### config.mk
export PLATFORM = sky130hd
export DESIGN_NAME = repeating_effect_phase_timer
export DESIGN_NICKNAME = d
export VERILOG_FILES = /design/src/rept_pkg.sv /design/src/repeating_effect_phase_timer.sv /design/src/rept_ctrl.sv /design/src/rept_dp.sv
export SDC_FILE = /design/constraint.sdc
export NUM_CORES = 1
export LEC_CHECK = 0
export BUFFER_PORTS_ARGS = -buffer_cell sky130_fd_sc_hd__buf_2
export CORE_ASPECT_RATIO = 2
export CORE_MARGIN = 2
export CORE_UTILIZATION = 35
export DETAILED_ROUTE_END_ITERATION = 7
export PLACE_DENSITY = 0.6
export SYNTH_ARGS = -nofsm -noshare
export SYNTH_HDL_FRONTEND = slang
export SYNTH_SLANG_ARGS = --single-unit
### constraint.sdc
create_clock -name clk_i -period 14.7 [get_ports clk_i]
set_input_delay 1.47 -clock clk_i [delete_from_list [all_inputs] [get_ports clk_i]]
set_output_delay 1.47 -clock clk_i [all_outputs]
set_load 0.02 [all_outputs]
### src/rept_pkg.sv
`timescale 1ns / 1ps
// ----------------------------------------------------------------------------
// Repeating effect phase timer package
// Shared widths, register indexes and controller interface types.
// ----------------------------------------------------------------------------
package rept_pkg;

  localparam int TIME_BITS  = 32;
  localparam int PHASE_BITS = 16;
  localparam int RPT_W      = 16;
  localparam int RPT_FRAC   = 8;
  localparam int IDX_W      = 8;
  localparam int CYC_W      = IDX_W + 1;
  localparam int CFG_W      = 32;
  localparam int CFG_IDX_W  = 3;
  localparam int PROD_W     = PHASE_BITS + RPT_W;
  localparam int CNT_W      = $clog2(PHASE_BITS + 1);

  typedef enum logic [CFG_IDX_W-1:0] {
    REG_START_TICK   = 3'd0,
    REG_END_TICK     = 3'd1,
    REG_REPEAT_COUNT = 3'd2,
    REG_WINDOW_OPEN  = 3'd3,
    REG_WINDOW_CLOSE = 3'd4
  } reg_idx_e;

  typedef struct packed {
    logic capture;
    logic load_rel;
    logic step;
    logic take_rel;
    logic scale;
    logic eval;
    logic take_win;
    logic publish;
  } dp_cmd_t;

  typedef struct packed {
    logic in_range;
    logic repeat_zero;
    logic div_last;
    logic need_div;
    logic out_free;
  } dp_status_t;

endpackage

### src/repeating_effect_phase_timer.sv
`timescale 1ns / 1ps
// ----------------------------------------------------------------------------
// Repeating effect phase timer
// Turns a time value into an active flag, a fractional phase, a repeat cycle
// index and a new-cycle pulse.
//
// Channel   Direction  Handshake              Payload
// input     in         in_valid_i/in_ready_o  now_tick_i
// output    out        out_valid_o/out_ready_i active_o, phase_o, cycle_index_o,
//                                             new_cycle_o
// config    in         cfg_we_i               cfg_idx_i, cfg_data_i
//
// A time outside the effect skips the divider; with repeating disabled the
// serial divider runs once, and with repeating on it may run again for the
// cycle window. It produces one quotient bit per cycle.
// One transaction is in flight at a time; the next input is taken once the
// result sits in the output register, even while that register is stalled.
// Reset clears the configuration to its defaults and the stored cycle to -1.
// ----------------------------------------------------------------------------
module repeating_effect_phase_timer
  import rept_pkg::*;
(
  input  logic                    clk_i,
  input  logic                    rst_ni,
  input  logic                    cfg_we_i,
  input  logic [CFG_IDX_W-1:0]    cfg_idx_i,
  input  logic [CFG_W-1:0]        cfg_data_i,
  input  logic                    in_valid_i,
  output logic                    in_ready_o,
  input  logic [TIME_BITS-1:0]    now_tick_i,
  output logic                    out_valid_o,
  input  logic                    out_ready_i,
  output logic                    active_o,
  output logic [PHASE_BITS-1:0]   phase_o,
  output logic signed [CYC_W-1:0] cycle_index_o,
  output logic                    new_cycle_o
);

  dp_cmd_t    cmd;
  dp_status_t status;

  rept_ctrl u_ctrl (
    .clk_i      (clk_i),
    .rst_ni     (rst_ni),
    .in_valid_i (in_valid_i),
    .in_ready_o (in_ready_o),
    .status_i   (status),
    .cmd_o      (cmd)
  );

  rept_dp u_dp (
    .clk_i         (clk_i),
    .rst_ni        (rst_ni),
    .cfg_we_i      (cfg_we_i),
    .cfg_idx_i     (cfg_idx_i),
    .cfg_data_i    (cfg_data_i),
    .now_tick_i    (now_tick_i),
    .cmd_i         (cmd),
    .status_o      (status),
    .out_valid_o   (out_valid_o),
    .out_ready_i   (out_ready_i),
    .active_o      (active_o),
    .phase_o       (phase_o),
    .cycle_index_o (cycle_index_o),
    .new_cycle_o   (new_cycle_o)
  );

endmodule

### src/rept_ctrl.sv
`timescale 1ns / 1ps
// ----------------------------------------------------------------------------
// Repeating effect phase timer controller
// Sequences capture, range check, both divisions, scaling and result hand-off.
// ----------------------------------------------------------------------------
module rept_ctrl
  import rept_pkg::*;
(
  input  logic       clk_i,
  input  logic       rst_ni,
  input  logic       in_valid_i,
  output logic       in_ready_o,
  input  dp_status_t status_i,
  output dp_cmd_t    cmd_o
);

  typedef enum logic [7:0] {
    ST_IDLE   = 8'b0000_0001,
    ST_CHECK  = 8'b0000_0010,
    ST_DIV1   = 8'b0000_0100,
    ST_SCALE  = 8'b0000_1000,
    ST_EVAL   = 8'b0001_0000,
    ST_DIV2   = 8'b0010_0000,
    ST_WINSET = 8'b0100_0000,
    ST_FINISH = 8'b1000_0000
  } state_e;

  state_e state_q, state_d;

  assign in_ready_o = (state_q == ST_IDLE);

  always_comb begin
    state_d = state_q;
    cmd_o   = '0;
    unique case (state_q)
      ST_IDLE: begin
        if (in_valid_i) begin
          cmd_o.capture = 1'b1;
          state_d       = ST_CHECK;
        end
      end
      ST_CHECK: begin
        if (status_i.in_range) begin
          cmd_o.load_rel = 1'b1;
          state_d        = ST_DIV1;
        end else begin
          state_d = ST_FINISH;
        end
      end
      ST_DIV1: begin
        cmd_o.step = 1'b1;
        if (status_i.div_last) begin
          state_d = ST_SCALE;
        end
      end
      ST_SCALE: begin
        if (status_i.repeat_zero) begin
          cmd_o.take_rel = 1'b1;
          state_d        = ST_FINISH;
        end else begin
          cmd_o.scale = 1'b1;
          state_d     = ST_EVAL;
        end
      end
      ST_EVAL: begin
        cmd_o.eval = 1'b1;
        state_d    = status_i.need_div ? ST_DIV2 : ST_FINISH;
      end
      ST_DIV2: begin
        cmd_o.step = 1'b1;
        if (status_i.div_last) begin
          state_d = ST_WINSET;
        end
      end
      ST_WINSET: begin
        cmd_o.take_win = 1'b1;
        state_d        = ST_FINISH;
      end
      ST_FINISH: begin
        if (status_i.out_free) begin
          cmd_o.publish = 1'b1;
          state_d       = ST_IDLE;
        end
      end
      default: begin
        state_d = ST_IDLE;
      end
    endcase
  end

  always_ff @(posedge clk_i or negedge rst_ni) begin
    if (!rst_ni) begin
      state_q <= ST_IDLE;
    end else begin
      state_q <= state_d;
    end
  end

endmodule

### src/rept_dp.sv
`timescale 1ns / 1ps
// ----------------------------------------------------------------------------
// Repeating effect phase timer datapath
// Configuration registers, shared fraction divider, repeat multiplier,
// cycle tracking and the output register.
// ----------------------------------------------------------------------------
module rept_dp
  import rept_pkg::*;
(
  input  logic                  clk_i,
  input  logic                  rst_ni,
  input  logic                  cfg_we_i,
  input  logic [CFG_IDX_W-1:0]  cfg_idx_i,
  input  logic [CFG_W-1:0]      cfg_data_i,
  input  logic [TIME_BITS-1:0]  now_tick_i,
  input  dp_cmd_t               cmd_i,
  output dp_status_t            status_o,
  output logic                  out_valid_o,
  input  logic                  out_ready_i,
  output logic                  active_o,
  output logic [PHASE_BITS-1:0] phase_o,
  output logic signed [CYC_W-1:0] cycle_index_o,
  output logic                  new_cycle_o
);

  logic [TIME_BITS-1:0]  start_q, end_q;
  logic [RPT_W-1:0]      repeat_q;
  logic [PHASE_BITS-1:0] wopen_q, wclose_q;

  logic [TIME_BITS-1:0]  now_q;
  logic [TIME_BITS-1:0]  rem_q, den_q;
  logic [PHASE_BITS-1:0] quo_q;
  logic [CNT_W-1:0]      cnt_q;
  logic [PROD_W-1:0]     prod_q;
  logic [CYC_W-1:0]      last_q;

  logic                  res_active_q;
  logic [PHASE_BITS-1:0] res_phase_q;
  logic [CYC_W-1:0]      res_idx_q;
  logic                  res_newc_q;

  logic                  out_valid_q;
  logic                  out_active_q;
  logic [PHASE_BITS-1:0] out_phase_q;
  logic [CYC_W-1:0]      out_idx_q;
  logic                  out_newc_q;

  logic [TIME_BITS-1:0]  diff;
  logic                  take;
  logic [IDX_W-1:0]      idx;
  logic [CYC_W-1:0]      idx_ext;
  logic [PHASE_BITS-1:0] frac, win_w, win_n;
  logic                  in_win;

  // Config writes.
  always_ff @(posedge clk_i or negedge rst_ni) begin
    if (!rst_ni) begin
      start_q  <= '0;
      end_q    <= '0;
      repeat_q <= '0;
      wopen_q  <= '0;
      wclose_q <= '1;
    end else if (cfg_we_i) begin
      case (cfg_idx_i)
        REG_START_TICK:   start_q  <= cfg_data_i[TIME_BITS-1:0];
        REG_END_TICK:     end_q    <= cfg_data_i[TIME_BITS-1:0];
        REG_REPEAT_COUNT: repeat_q <= cfg_data_i[RPT_W-1:0];
        REG_WINDOW_OPEN:  wopen_q  <= cfg_data_i[PHASE_BITS-1:0];
        REG_WINDOW_CLOSE: wclose_q <= cfg_data_i[PHASE_BITS-1:0];
        default: ;
      endcase
    end
  end

  // The remainder stays below the divisor, so doubling it only happens when it fits.
  assign diff = den_q - rem_q;
  assign take = (rem_q >= diff);

  assign idx     = prod_q[PHASE_BITS+RPT_FRAC +: IDX_W];
  assign idx_ext = {1'b0, idx};
  assign frac    = prod_q[RPT_FRAC +: PHASE_BITS];
  assign in_win  = (frac >= wopen_q) && (frac <= wclose_q);
  assign win_w   = wclose_q - wopen_q;
  assign win_n   = frac - wopen_q;

  assign status_o.in_range    = (now_q >= start_q) && (now_q < end_q);
  assign status_o.repeat_zero = (repeat_q == '0);
  assign status_o.div_last    = (cnt_q == CNT_W'(1));
  assign status_o.need_div    = in_win && (win_w != '0) && (win_n < win_w);
  assign status_o.out_free    = !out_valid_q || out_ready_i;

  always_ff @(posedge clk_i) begin
    if (cmd_i.capture) begin
      now_q        <= now_tick_i;
      res_active_q <= 1'b0;
      res_phase_q  <= '0;
      res_idx_q    <= '1;
      res_newc_q   <= 1'b0;
    end
    if (cmd_i.load_rel) begin
      rem_q <= now_q - start_q;
      den_q <= end_q - start_q;
      cnt_q <= CNT_W'(PHASE_BITS);
    end else if (cmd_i.eval) begin
      rem_q <= TIME_BITS'(win_n);
      den_q <= TIME_BITS'(win_w);
      cnt_q <= CNT_W'(PHASE_BITS);
    end else if (cmd_i.step) begin
      rem_q <= take ? (rem_q - diff) : {rem_q[TIME_BITS-2:0], 1'b0};
      quo_q <= {quo_q[PHASE_BITS-2:0], take};
      cnt_q <= cnt_q - CNT_W'(1);
    end
    if (cmd_i.take_rel) begin
      res_active_q <= 1'b1;
      res_phase_q  <= quo_q;
    end
    if (cmd_i.scale) begin
      prod_q <= PROD_W'(quo_q) * PROD_W'(repeat_q);
    end
    if (cmd_i.eval) begin
      res_idx_q  <= idx_ext;
      res_newc_q <= (idx_ext != last_q);
      if (in_win) begin
        res_active_q <= 1'b1;
        res_phase_q  <= (win_w == '0) ? '0 : '1;
      end
    end
    if (cmd_i.take_win) begin
      res_phase_q <= quo_q;
    end
    if (cmd_i.publish) begin
      out_active_q <= res_active_q;
      out_phase_q  <= res_phase_q;
      out_idx_q    <= res_idx_q;
      out_newc_q   <= res_newc_q;
    end
  end

  always_ff @(posedge clk_i or negedge rst_ni) begin
    if (!rst_ni) begin
      last_q      <= '1;
      out_valid_q <= 1'b0;
    end else begin
      if (cmd_i.eval) begin
        last_q <= idx_ext;
      end
      if (cmd_i.publish) begin
        out_valid_q <= 1'b1;
      end else if (out_ready_i) begin
        out_valid_q <= 1'b0;
      end
    end
  end

  assign out_valid_o   = out_valid_q;
  assign active_o      = out_active_q;
  assign phase_o       = out_phase_q;
  assign cycle_index_o = out_idx_q;
  assign new_cycle_o   = out_newc_q;

endmodule

== After elaboration in Yosys (flattened, before gate mapping) ==
Index checks and enable logic that the tools add are counted.
Operators by class
  $add $sub $neg: 7
  multipliers: 1
  $lt $le $gt $ge: 6
  equality and inequality tests: 18
  muxes and demuxes: 42
  bitwise operators: 2
  reductions and logical operators: 23
Operator list (count)
  $mux 32: 6
  $sub 32x32->32: 4
  $mux 16: 6
  $mux 8: 9
  $ge 32x32->1: 2
  $pmux 8 s8: 1
  $logic_not 16->1: 2
  $lt 32x32->1: 1
  $mul 16x16->32: 1
  $sub 16x16->16: 2
  $mux 1: 19
  $ge 16x16->1: 1
  $le 16x16->1: 1
  $lt 16x16->1: 1
  $reduce_bool 16->1: 1
  $reduce_and 2->1: 5
  $ne 8x9->1: 1
  $eq 8x1->1 const B: 1
  $eq 8x2->1 const B: 1
  $eq 8x3->1 const B: 1
  $eq 8x4->1 const B: 1
  $eq 8x5->1 const B: 1
  $eq 8x6->1 const B: 1
  $eq 8x7->1 const B: 1
  18 further kinds: 29
Storage, ports and cells
  register bits after elaboration: 333
  input port bits: 72
  output and inout port bits: 29
  logic and storage cells: 122

== Longest topological paths before layout ==
Gate-level depths: netlist of the first run.
  depth in word-level cells: 7
  depth in mapped cells: 28
  depth with buffers taken out: 27

== Hierarchy ==
From an unflattened synthesis of the first run, not the netlist that was laid out.
Unflattened totals
  cells, all modules: 3160
  area, all modules: 29823.6 sq um
Modules (own cells, without submodules)
  rept_dp: instances 1, cells each 3099, area an instance 29278.1 sq um, seq. area each 8709.6 sq um
  rept_ctrl: instances 1, cells each 61, area an instance 545.5 sq um, seq. area each 201.4 sq um

== Least setup slack after synthesis of the first run ==
Ideal clock, no wire load.
  path type: flip-flop to flip-flop
  start: register u_dp.repeat_q[1]
  end: register u_dp.prod_q[30] (data pin)
  library setup time: 0.258 ns
  data arrival time: 5.940 ns
  data required time: 14.442 ns
  setup slack: 8.503 ns
  stages on the path, launching flop included: 25
  buffers on the path: 2
  clock period less this slack: 6.197 ns
  path through: dfrtp_1 -> clkbuf_1 -> clkbuf_1 -> nand2_1 -> fa_1 -> fa_1 -> inv_1 -> fa_1 -> fa_1 -> inv_1 -> fa_1 -> fa_1 -> inv_1 -> ha_1 -> a21o_1 -> a211oi_1 -> o2bb2ai_1 -> nor2_1 -> o21ai_0 -> a21oi_1 -> o2111ai_1 -> o211ai_1 -> or2_2 -> a21oi_1 -> xnor2_1
On the way
  longest elaborated chain between the ends: 1
Ends and longest elaborated chain
  start, declared: RTL line rept_dp.sv:27  | logic [RPT_W-1:0] repeat_q;
  start signal, assigned: RTL line rept_dp.sv:67  | REG_REPEAT_COUNT: repeat_q <= cfg_data_i[RPT_W-1:0];
  $mul 16x16->32: RTL line rept_dp.sv:118  | prod_q <= PROD_W'(quo_q) * PROD_W'(repeat_q);
  end signal, assigned: RTL line rept_dp.sv:118
  end, declared: RTL line rept_dp.sv:34  | logic [PROD_W-1:0] prod_q;
Every way passes these cells.
A chain may end at the register's enable or synchronous reset.

== Worst setup path after layout of the first run ==
  start: register u_dp.quo_q[15]
  end: register u_dp.prod_q[30] (data pin)
On the way
  longest elaborated chain between the ends: 1
Ends and longest elaborated chain
  start, declared: RTL line rept_dp.sv:32  | logic [PHASE_BITS-1:0] quo_q;
  start signal, assigned: RTL line rept_dp.sv:110  | quo_q <= {quo_q[PHASE_BITS-2:0], take};
  $mul 16x16->32: RTL line rept_dp.sv:118
Every way passes these cells.

==> metrics.md, run 1 <==
| Metric | Value |
|---|---|
| CTS buffer count | `31` |
| Syn Inst Count | `3113` |
| Setup violators final | `0` |
| Hold Fails Final Rpt | `0` |
| Post-Route WL | `82.8 mm` |
| Clk root buf | `clkbuf_16` |
| CP startpoint kind | `flip-flop` |
| Warnings from Yosys | `0` |
| Total power | `8.22 mW` |
| Largest net degree at the start of global routing | `69` |
| Routed via count | `22300` |
| Number of DRC markers in iteration 0 | `952` |
| EDFF count, synth | `172` |
| Sequential-to-total area share from yosys stat | `30.4%` |
| VDD IR max | `225 uV` |
| Clock Path Buffers | `3` |
| Die Width | `209 um` |
| Run status | `complete, no violations` |
| Most common cell in the synthesized netlist | `inv_1` |
| Starting density of the core | `35.2%` |
| Yosys top cell by area | `edfxtp_1` |
| Area grow syn2layout | `9.32%` |
| Vias in the first global route | `24100` |
| Worst Clk Skew | `0.0191 ns` |
| Unrepaired setup endpoints after global routing | `no` |
| Pre-CTS WS | `7.27 ns` |
| Leakage power total | `14.5 nW` |
| Synthesized flop and latch total | `325` |
| Pre-antenna DRT Iters | `5` |
| Layout cells sized above 1 | `8.56%` |
| CP arrival | `7.89 ns` |
| Syn Std Cell Area | `0.0293 mm2` |
| Synth Area per Inst | `9.42 um2` |
| Hold Crit Class | `flip-flop to flip-flop` |
| Slew of the pin with the lowest slew margin | `1.14 ns` |
| Critical path data required time | `15.06 ns` |
| Path type of the worst setup path | `flip-flop to flip-flop` |
| Dominant synthesized flop cell | `edfxtp_1` |
| CP endpoint kind | `flip-flop` |
| Min cycle time layout | `7.52 ns` |
| Top post-synthesis cells by area | `edfxtp_1, ha_1, fa_1` |
| Via-per-instance ratio | `5.22` |
| First-pass GRT wire length | `129 mm` |
| Wirelength per Cell | `19.4 um` |
| Post-cts resize count | `0` |
| Asr flop ratio synth | `40.0%` |
| Post-Syn Nets | `3706` |
| Antenna violations before repair | `2` |
| Row count | `150` |
| GPL Wtd Cong | `0.916` |
| List of most frequent post-synthesis cells | `inv_1, nand2_1, ha_1, fa_1, o21ai_0` |
| Buffers on Ports | `100` |
| Clock latency at the later pin of the worst-skew pair | `0.62 ns` |
| Top-area cell type share of the netlist area | `17.6%` |
| Postcts setup bufs | `0` |
| Clock-pin slew on the worst setup and hold paths | `0.07 ns` |
| Gr ovfl total | `0` |
| Fin area | `0.0321 mm2` |
| Overall Global Routing Usage | `19.2%` |
| CTS tree | `built` |
| Core area | `0.0833 mm2` |
| HPWL Detailed | `67.6 mm` |
| Setup ws final | `7.18 ns` |
| Crit path max fanout | `17` |
| Period utilisation layout | `51.2%` |
| H-tree levels | `1` |
| Nets@finish | `3770` |
| Setup TNS Final | `0 ns` |
| Clk sinks | `325` |
| Hold_ws | `0.418 ns` |
| Post-route ant nets | `0` |
| IO Pins | `101` |
| Vert. Die Dim | `413 um` |
| Post-DP Area | `0.0310 mm2` |
| Fmax | `133 MHz` |
| DRC viols | `0` |
| Post-synthesis cell type count | `80` |
| PwrDens | `256 mW/mm2` |
| Die area | `0.0862 mm2` |
| Max-slew headroom | `23.9%` |
| Max-Cap Viols | `0` |
| Max-slew violations | `0` |
| Hold-fix buffers, CTS | `0` |
state kept, by name, indices dropped and copies added, names as in the netlist, 5 cells and up:
name,flops
u_ctrl.state_q,8
u_dp.end_q,32
u_dp.quo_q,16
u_dp.res_idx_q,9
u_dp.start_q,32
u_dp.wclose_q,16
u_dp.phase_o,16
u_dp.now_q,32
u_dp.wopen_q,16
u_dp.last_q,9
u_dp.res_phase_q,16
u_dp.cycle_index_o,9
u_dp.den_q,32
u_dp.prod_q,24
u_dp.rem_q,32
u_dp.cnt_q,5
u_dp.repeat_q,16
worst paths after layout:
kind,start,endpoint,slack (ns),cells past startpoint
setup / recovery,u_dp.quo_q[15],u_dp.prod_q[30],7.18,22
max in group asynchronous,rst_ni,u_dp.start_q[28],12.42,2
setup reg to reg,u_dp.quo_q[15],u_dp.prod_q[30],7.18,22
min in group asynchronous,rst_ni,u_dp.wopen_q[0],0.87,1
hold / removal,u_dp.res_idx_q[5],u_dp.cycle_index_o[5],0.42,0
hold reg to reg,u_dp.res_idx_q[5],u_dp.cycle_index_o[5],0.42,0
layout by cell type (no fill, tap or decap), types with 19 or more instances in the layout:
cell	synthesis	routed
inv_1	420	419
nand2_1	347	347
ha_1	322	322
fa_1	199	199
o21ai_0	189	189
edfxtp_1	172	172
a21oi_1	171	171
nor2_1	142	142
and2_1	130	130
dfrtp_1	104	104
buf_2	8	99
xnor2_1	93	93
a21o_1	82	82
xor2_1	61	61
nand2b_1	42	41
mux2_2	37	37
nor3_1	35	34
clkbuf_16	0	34
nand3_1	34	33
nor2b_1	35	33
o21a_1	31	31
nand4_1	29	29
o211ai_1	28	28
dfstp_2	26	26
a211oi_1	26	25
buf_4	0	23
dfxtp_1	23	23
o21bai_1	19	19
a221o_1	19	19
cell type report:
class | instances | area [um2]
Fill cell | 8372 | 51300
Multi-Input combinational cell | 2275 | 18500
Sequential cell | 325 | 8910
Inverter | 421 | 1580
Tap cell | 1064 | 1330
Clock buffer | 45 | 932
Timing Repair Buffer | 123 | 679
Clock inverter | 13 | 101
Antenna cell | 2 | 5.00
worst max-delay path, stage by stage, from the launching register on:
cell,delay (ns)
edfxtp_1,0.83
nand2_1,0.21
fa_1,0.58
fa_1,0.60
inv_1,0.07
fa_1,0.49
fa_1,0.44
inv_1,0.09
fa_1,0.45
fa_1,0.49
inv_1,0.05
ha_1,0.34
a21o_1,0.19
a211oi_1,0.29
o2bb2ai_1,0.25
nor2_1,0.13
o21ai_0,0.36
a21oi_1,0.35
o2111ai_1,0.30
o211ai_1,0.17
or2_2,0.33
a21oi_1,0.19
xnor2_1,0.08
power breakdown:
part	switching, mW	internal, mW	total (mW)
clock	0.384	0.459	0.843
sequential	0.132	1.37	1.50
combinational	3.37	2.51	5.88
total	3.89	4.33	8.22
metal layers:
metal	part of all wire [%]	wire (um)	track usage (%)
met1	35	28800	18.2
met4	6.2	5110	11.1
met5	0	0	0
met2	57	47100	40.0
met3	2.2	1850	1.11
per-stage QoR:
step | util, % | cells
floorplan | - | 3113
global placement | 37.2 | 4208
detailed placement | 37.2 | 4208
CTS | 38.5 | 4266
global route | 38.5 | 4268
finish | 38.5 | 4268
kinds of logic (layout without fill, tap and decap cells):
logic type	count (synthesis)	count (layout)	synth area share [%]
AND/OR/NAND/NOR	878	878	14.5
multiplexers	44	44	1.66
flip-flops	325	325	30.4
AO/OA/AOI/OAI	677	677	14.8
adder cells (fa/ha/maj)	521	521	27.3
XOR/XNOR	155	155	4.66
other	0	2	0
buffers and inverters	513	602	6.63
Power figures use the tool's default switching activity.
==> run 2: changes to the inputs <==
==> constraint.sdc (replaced) <==
create_clock -name clk_i -period 7.55 [get_ports clk_i]
set_input_delay 0.755 -clock clk_i [delete_from_list [all_inputs] [get_ports clk_i]]
set_output_delay 0.755 -clock clk_i [all_outputs]
set_load 0.02 [all_outputs]
==> run 2 against run 1 <==
Compared with the run above: global-route usage grew 0.19 points; die area did not move; critical path depth unchanged; wire length increased by 1.1%; via count is 1.0% higher; sequential power up 95%; sequential share of layout area down 0.20 points; clock-buffer cell count unchanged; cell count increased by 0.42%; combinational power increased by 96%; clock skew rose by 0.0047 ns; critical endpoint unchanged; largest power group unchanged.
==> metrics.md, run 2 (synthesis gave the netlist of run 1 again) <==
| Metric | Value |
|---|---|
| Post-Route WL | `83.7 mm (+1.1%)` |
| CP arrival | `7.10 ns (-0.79 ns)` |
| Nets@finish | `3789 (+0.50%)` |
| Overall Global Routing Usage | `19.4% (+0.19 points)` |
| Post-DP Area | `0.0311 mm2 (+0.43%)` |
| Pre-CTS WS | `0.821 ns (-6.45 ns)` |
| Fin area | `0.0323 mm2 (+0.71%)` |
| Starting density of the core | `35.2% (unchanged)` |
| Routed via count | `22500 (+1.0%)` |
| Area grow syn2layout | `10.1%` |
| Cells after DPL | `4224 (+0.38%)` |
| Clk sinks | `325 (unchanged)` |
| Max-slew headroom | `32.5% (+8.6 points)` |
| VDD IR max | `529 uV (+140%)` |
| Leakage power total | `14.6 nW (+0.83%)` |
| Unrepaired setup endpoints after global routing | `no` |
| Setup TNS Final | `0 ns (unchanged)` |
| Row count | `150 (unchanged)` |
| Hold Fails Final Rpt | `0 (unchanged)` |
| Fin util | `38.7% (+0.27 points)` |
| Setup ws final | `0.739 ns (-6.44 ns)` |
| RR Startpoint | `u_dp.quo_q[12]` |
| Worst reg-to-reg path cell count | `22 (unchanged)` |
| Vias in the first global route | `24100 (-0.10%)` |
| Run status | `complete, no violations` |
| Clock-pin slew on the worst setup and hold paths | `0.06 ns (about the same)` |
| CP startpoint kind | `flip-flop` |
| Worst Clk Skew | `0.0238 ns (+0.00470 ns)` |
| Fmax | `147 MHz (+10%)` |
| Post-cts resize count | `0 (unchanged)` |
| Hold-fix buffers, CTS | `0 (unchanged)` |
| Core area | `0.0833 mm2 (unchanged)` |
| Via-per-instance ratio | `5.25 (+0.60%)` |
| CTS buffer count | `34 (+9.7%)` |
| Critical path data required time | `7.84 ns (-7.22 ns)` |
| Layout cells sized above 1 | `9.25% (+0.69 points)` |
| Hold Crit Class | `primary input to asynchronous set/reset pin` |
| Total power | `16.2 mW (+97%)` |
| Clk root buf | `clkbuf_16` |
| Die Width | `209 um (unchanged)` |
| PwrDens | `502 mW/mm2 (+96%)` |
| Post-route ant nets | `0 (unchanged)` |
| Antenna violations before repair | `2 (unchanged)` |
| Clock latency at the later pin of the worst-skew pair | `0.55 ns (-0.07 ns)` |
| Most frequent cells in the layout | `inv_1, nand2_1, ha_1` |
| Vert. Die Dim | `413 um (unchanged)` |
| First-pass GRT wire length | `129 mm (+0.30%)` |
| HPWL Detailed | `68.7 mm (+1.6%)` |
| Setup violators final | `0 (unchanged)` |
| Crit path max fanout | `18 (+1)` |
| Path type of the worst setup path | `flip-flop to flip-flop` |
| Pre-antenna DRT Iters | `5 (unchanged)` |
| Postcts setup bufs | `0 (unchanged)` |
| Largest net degree at the start of global routing | `71 (+2.9%)` |
| Hold_ws | `0.208 ns (-0.209 ns)` |
| H-tree levels | `2 (+1)` |
| Fill cells | `8412 (+0.48%)` |
| Die area | `0.0862 mm2 (unchanged)` |
| R2R Setup Slk | `0.74 ns (-6.44 ns)` |
| Number of DRC markers in iteration 0 | `958 (+0.63%)` |
| Slew of the pin with the lowest slew margin | `1.00 ns (-0.138 ns)` |
| R2r endpoint | `u_dp.prod_q[30]` |
| Max-Cap Viols | `0 (unchanged)` |
| CP endpoint kind | `flip-flop` |
| GPL Wtd Cong | `0.919 (+0.24%)` |
| Clock Path Buffers | `3 (unchanged)` |
| DRC viols | `0 (unchanged)` |
| Gr ovfl total | `0 (unchanged)` |
| Finished Layout Cells | `4286 (+0.42%)` |
| Min cycle time layout | `6.81 ns (-0.712 ns)` |
| Period utilisation layout | `90.2% (+39 points)` |
| IO Pins | `101 (unchanged)` |
| Max-slew violations | `0 (unchanged)` |
| Wirelength per Cell | `19.5 um (+0.69%)` |
| CTS tree | `built` |
| Buffers on Ports | `100 (unchanged)` |
| Commonest non-fill, non-tap cell in the layout | `inv_1` |
==> run 2: where the power goes <==
part | switching, mW | internal (mW)
combinational | 6.63 | 4.92
sequential | 0.264 | 2.66
clock | 0.775 | 0.969
total | 7.67 | 8.55
==> run 2: final cells by class <==
type / count / area [um2] / share of cell area, %
clock inverters: 16 / 145 / 0.450
clock buffers: 45 / 985 / 3.05
multi-input cells: 2275 / 18500 / 57.4
well taps: 1064 / 1330 / 4.12
flip-flops and latches: 325 / 8910 / 27.6
repair buffers: 139 / 812 / 2.52
inverters: 421 / 1580 / 4.90
diodes: 1 / 2.50 / 0.00775
==> run 2: worst max-delay path, stage by stage, from the launching register on <==
cell and delay (ns):
edfxtp_1 0.84, nand2_1 0.17, fa_1 0.51, fa_1 0.49, inv_1 0.07, fa_1 0.50
inv_1 0.05, fa_1 0.55, fa_1 0.43, fa_1 0.50, inv_1 0.05, ha_1 0.33
a21o_1 0.17, a211oi_1 0.29, o2bb2ai_1 0.17, nor2_1 0.06, o21ai_0 0.10, a21oi_1 0.24
o2111ai_1 0.25, o211ai_1 0.18, or2_2 0.33, a21oi_1 0.18, xnor2_1 0.08
==> run 2: worst max path at each step <==
stage,from,slack (ns),end
after floorplan,u_dp.repeat_q[1],1.35,u_dp.prod_q[30]
after global placement,u_dp.quo_q[9],0.86,u_dp.prod_q[30]
after detailed placement,u_dp.quo_q[9],0.82,u_dp.prod_q[30]
after CTS,u_dp.quo_q[9],0.81,u_dp.prod_q[30]
after global routing,u_dp.quo_q[12],0.31,u_dp.prod_q[30]
final,u_dp.quo_q[12],0.74,u_dp.prod_q[30]
==> run 2: layer usage <==
metal / track usage, % / vias up / routed length, um
li1: - / 10800 / -
met1: 18.1 / 11100 / 28800
met2: 40.8 / 410 / 48200
met3: 1.44 / 218 / 1950
met4: 10.5 / 0 / 4760
met5: 0 / - / 0
==> run 3: changes to the inputs <==
--- a/config.mk
+++ b/config.mk
@@ -8,9 +8,9 @@
 export BUFFER_PORTS_ARGS = -buffer_cell sky130_fd_sc_hd__buf_2
 export CORE_ASPECT_RATIO = 2
 export CORE_MARGIN = 2
-export CORE_UTILIZATION = 35
+export CORE_UTILIZATION = 48
 export DETAILED_ROUTE_END_ITERATION = 7
-export PLACE_DENSITY = 0.6
+export PLACE_DENSITY = 0.74
 export SYNTH_ARGS = -nofsm -noshare
 export SYNTH_HDL_FRONTEND = slang
 export SYNTH_SLANG_ARGS = --single-unit
==> run 3 against run 2 <==
Compared with the run above: cell count is 6.9% lower; non-clock buffer count is 10 lower; critical path depth is the same; largest cell class unchanged.
==> metrics.md, run 3 (synthesis gave the netlist of run 1 again) <==
| Metric | Value |
|---|---|
| VDD IR max | `464 uV (-12%)` |
| Gr ovfl total | `0 (unchanged)` |
| Clock Path Buffers | `3 (unchanged)` |
| Area grow syn2layout | `8.28%` |
| CTS tree | `built` |
| Post-Route WL | `78.6 mm (-6.1%)` |
| Setup violators final | `0 (unchanged)` |
| Postcts setup bufs | `0 (unchanged)` |
| Slowest stage cell, crit path | `edfxtp_1` |
| Period utilisation layout | `89.4% (-0.82 points)` |
| Internal | `8.42 mW (-1.5%)` |
| Nets@finish | `3775 (-0.37%)` |
| Critical path cell sequence | `nand2_1 > fa_1 > fa_1 > inv_1 > fa_1 > inv_1 > fa_1 > fa_1 > fa_1 > inv_1 > ha_1 > a21o_1 > a211oi_1 > o2bb2ai_1 > nor2_1 > o21ai_0 > a21oi_1 > o2111ai_1 > o211ai_1 > or2_2 > a21oi_1 > xnor2_1` |
| CP max stage delay | `0.81 ns (-0.03 ns)` |
| Unrepaired setup endpoints after global routing | `no` |
| Switching power | `7.47 mW (-2.6%)` |
| Fmax | `148 MHz (+0.92%)` |
| RR Startpoint | `u_dp.quo_q[12]` |
| H-tree levels | `1 (-1)` |
| Hold-fix buffers, CTS | `0 (unchanged)` |
| CP endpoint kind | `flip-flop` |
| Worst path most repeated cell | `fa_1` |
| Row count | `128 (-15%)` |
| Cells after DPL | `3930 (-7.0%)` |
| Number of DRC markers in iteration 0 | `1351 (+41%)` |
| Overall Global Routing Usage | `25.3% (+5.8 points)` |
| Critical Path Source | `u_dp.quo_q[12]` |
| Post-route ant nets | `0 (unchanged)` |
| Finished Layout Cells | `3990 (-6.9%)` |
| Largest net degree at the start of global routing | `83 (+17%)` |
| Die Width | `179 um (-14%)` |
| Run status | `complete, no violations` |
| Seq pwr share | `18.4% (+0.4 points)` |
| Path type of the worst setup path | `flip-flop to flip-flop` |
| Clock-pin slew on the worst setup and hold paths | `0.07 ns (about the same)` |
| Leakage power total | `14.5 nW (-0.67%)` |
| Slew of the pin with the lowest slew margin | `1.28 ns (+0.280 ns)` |
| Min cycle time layout | `6.75 ns (-0.0622 ns)` |
| Starting density of the core | `48.3% (+13 points)` |
| Fill cells | `5386 (-36%)` |
| Hold Crit Class | `primary input to asynchronous set/reset pin` |
| Core area | `0.0607 mm2 (-27%)` |
| Routed via count | `22900 (+1.8%)` |
| Clk network pwr share | `10.1% (-0.7 points)` |
| Antenna violations before repair | `5 (+3)` |
| Clk root buf | `clkbuf_16` |
| CP top delay family | `adder cells` |
| Comb power frac | `71.4% (+0.2 points)` |
| Setup TNS Final | `0 ns (unchanged)` |
| Most frequent cells in the layout | `inv_1, nand2_1, ha_1` |
| Clock latency at the later pin of the worst-skew pair | `0.61 ns (+0.06 ns)` |
| GPL Wtd Cong | `0.934 (+1.6%)` |
| Layout cells sized above 1 | `8.80% (-0.46 points)` |
| Hold Fails Final Rpt | `0 (unchanged)` |
| PwrDens | `500 mW/mm2 (-0.38%)` |
| Max-slew violations | `0 (unchanged)` |
| Wirelength per Cell | `19.7 um (+0.82%)` |
| Critical path data required time | `7.92 ns (+0.08 ns)` |
| CP startpoint kind | `flip-flop` |
| Hold_ws | `0.205 ns (-0.00296 ns)` |
| Max-Cap Viols | `0 (unchanged)` |
| First-pass GRT wire length | `124 mm (-4.1%)` |
| Die area | `0.0632 mm2 (-27%)` |
| Worst Clk Skew | `0.0237 ns (-0.0000488 ns)` |
| Pre-antenna DRT Iters | `5 (unchanged)` |
| HPWL Detailed | `63.7 mm (-7.3%)` |
| Crit path max fanout | `18 (unchanged)` |
| Switch share | `47.0% (-0.27 points)` |
| Crit path buffers/inverters | `3 (unchanged)` |
| Buffers on Ports | `100 (unchanged)` |
| Post-cts resize count | `0 (unchanged)` |
| Vert. Die Dim | `354 um (-14%)` |
| CP arrival | `7.12 ns (+0.02 ns)` |
| Clk sinks | `325 (unchanged)` |
| CTS buffer count | `30 (-12%)` |
| Via-per-instance ratio | `5.75 (+9.4%)` |
| DRC viols | `0 (unchanged)` |
| Max-slew headroom | `14.3% (-18 points)` |
| Commonest non-fill, non-tap cell in the layout | `inv_1` |
| IO Pins | `101 (unchanged)` |
| Vias in the first global route | `24600 (+1.9%)` |
[run 3: worst paths after layout]
path / to / slack, ns / cells past startpoint
worst max-delay path: u_dp.prod_q[30] / 0.80 / 22
worst min-delay path: u_dp.out_valid_o / 0.21 / 1
worst max register to register: u_dp.prod_q[30] / 0.80 / 22
worst min register to register: u_dp.cycle_index_o[6] / 0.42 / 0
max in group asynchronous: u_dp.end_q[3] / 6.06 / 2
min in group clk_i: u_dp.now_q[29] / 0.31 / 1
[run 3: area by class of cell]
| class | instances | area [um2] | share of cell area [%] |
|---|---|---|---|
| Antenna cell | 4 | 10.0 | 0.0315 |
| Multi-Input combinational cell | 2275 | 18500 | 58.3 |
| Tap cell | 780 | 976 | 3.07 |
| Inverter | 421 | 1580 | 4.98 |
| Clock buffer | 39 | 877 | 2.76 |
| Timing Repair Buffer | 129 | 737 | 2.32 |
| Clock inverter | 17 | 149 | 0.469 |
| Sequential cell | 325 | 8910 | 28.1 |
[run 3: power by group through the flow]
stage | Sequential (mW) | Clock, mW | Combinational (mW)
2_1_floorplan | 2.81 | 0 | 8.56
3_5_place_dp | 2.95 | 0 | 11.3
4_1_cts | 2.92 | 1.63 | 11.4
3_3_place_gp | 2.95 | 0 | 11.0
6_report | 2.93 | 1.61 | 11.4
5_1_grt | 2.95 | 1.69 | 12.8
[run 3: routing by layer]
layer / wire length (um) / vias to the layer above / track usage [%]
li1: - / 10800 / -
met1: 26000 / 11100 / 24.3
met2: 43100 / 696 / 48.6
met3: 2910 / 316 / 2.02
met4: 6610 / 2 / 18.8
met5: 17 / - / 0
[run 3: through the flow]
step,power (mW),utilization [%],worst slack [ns],cell area (um2)
after global routing,17.4,52.3,0.442,31700
after CTS,15.9,52.3,0.821,31700
after detailed placement,14.2,50.6,0.841,30700
final,15.9,52.3,0.801,31700
after global placement,14.0,50.6,0.922,30700
after floorplan,11.4,-,1.35,29300
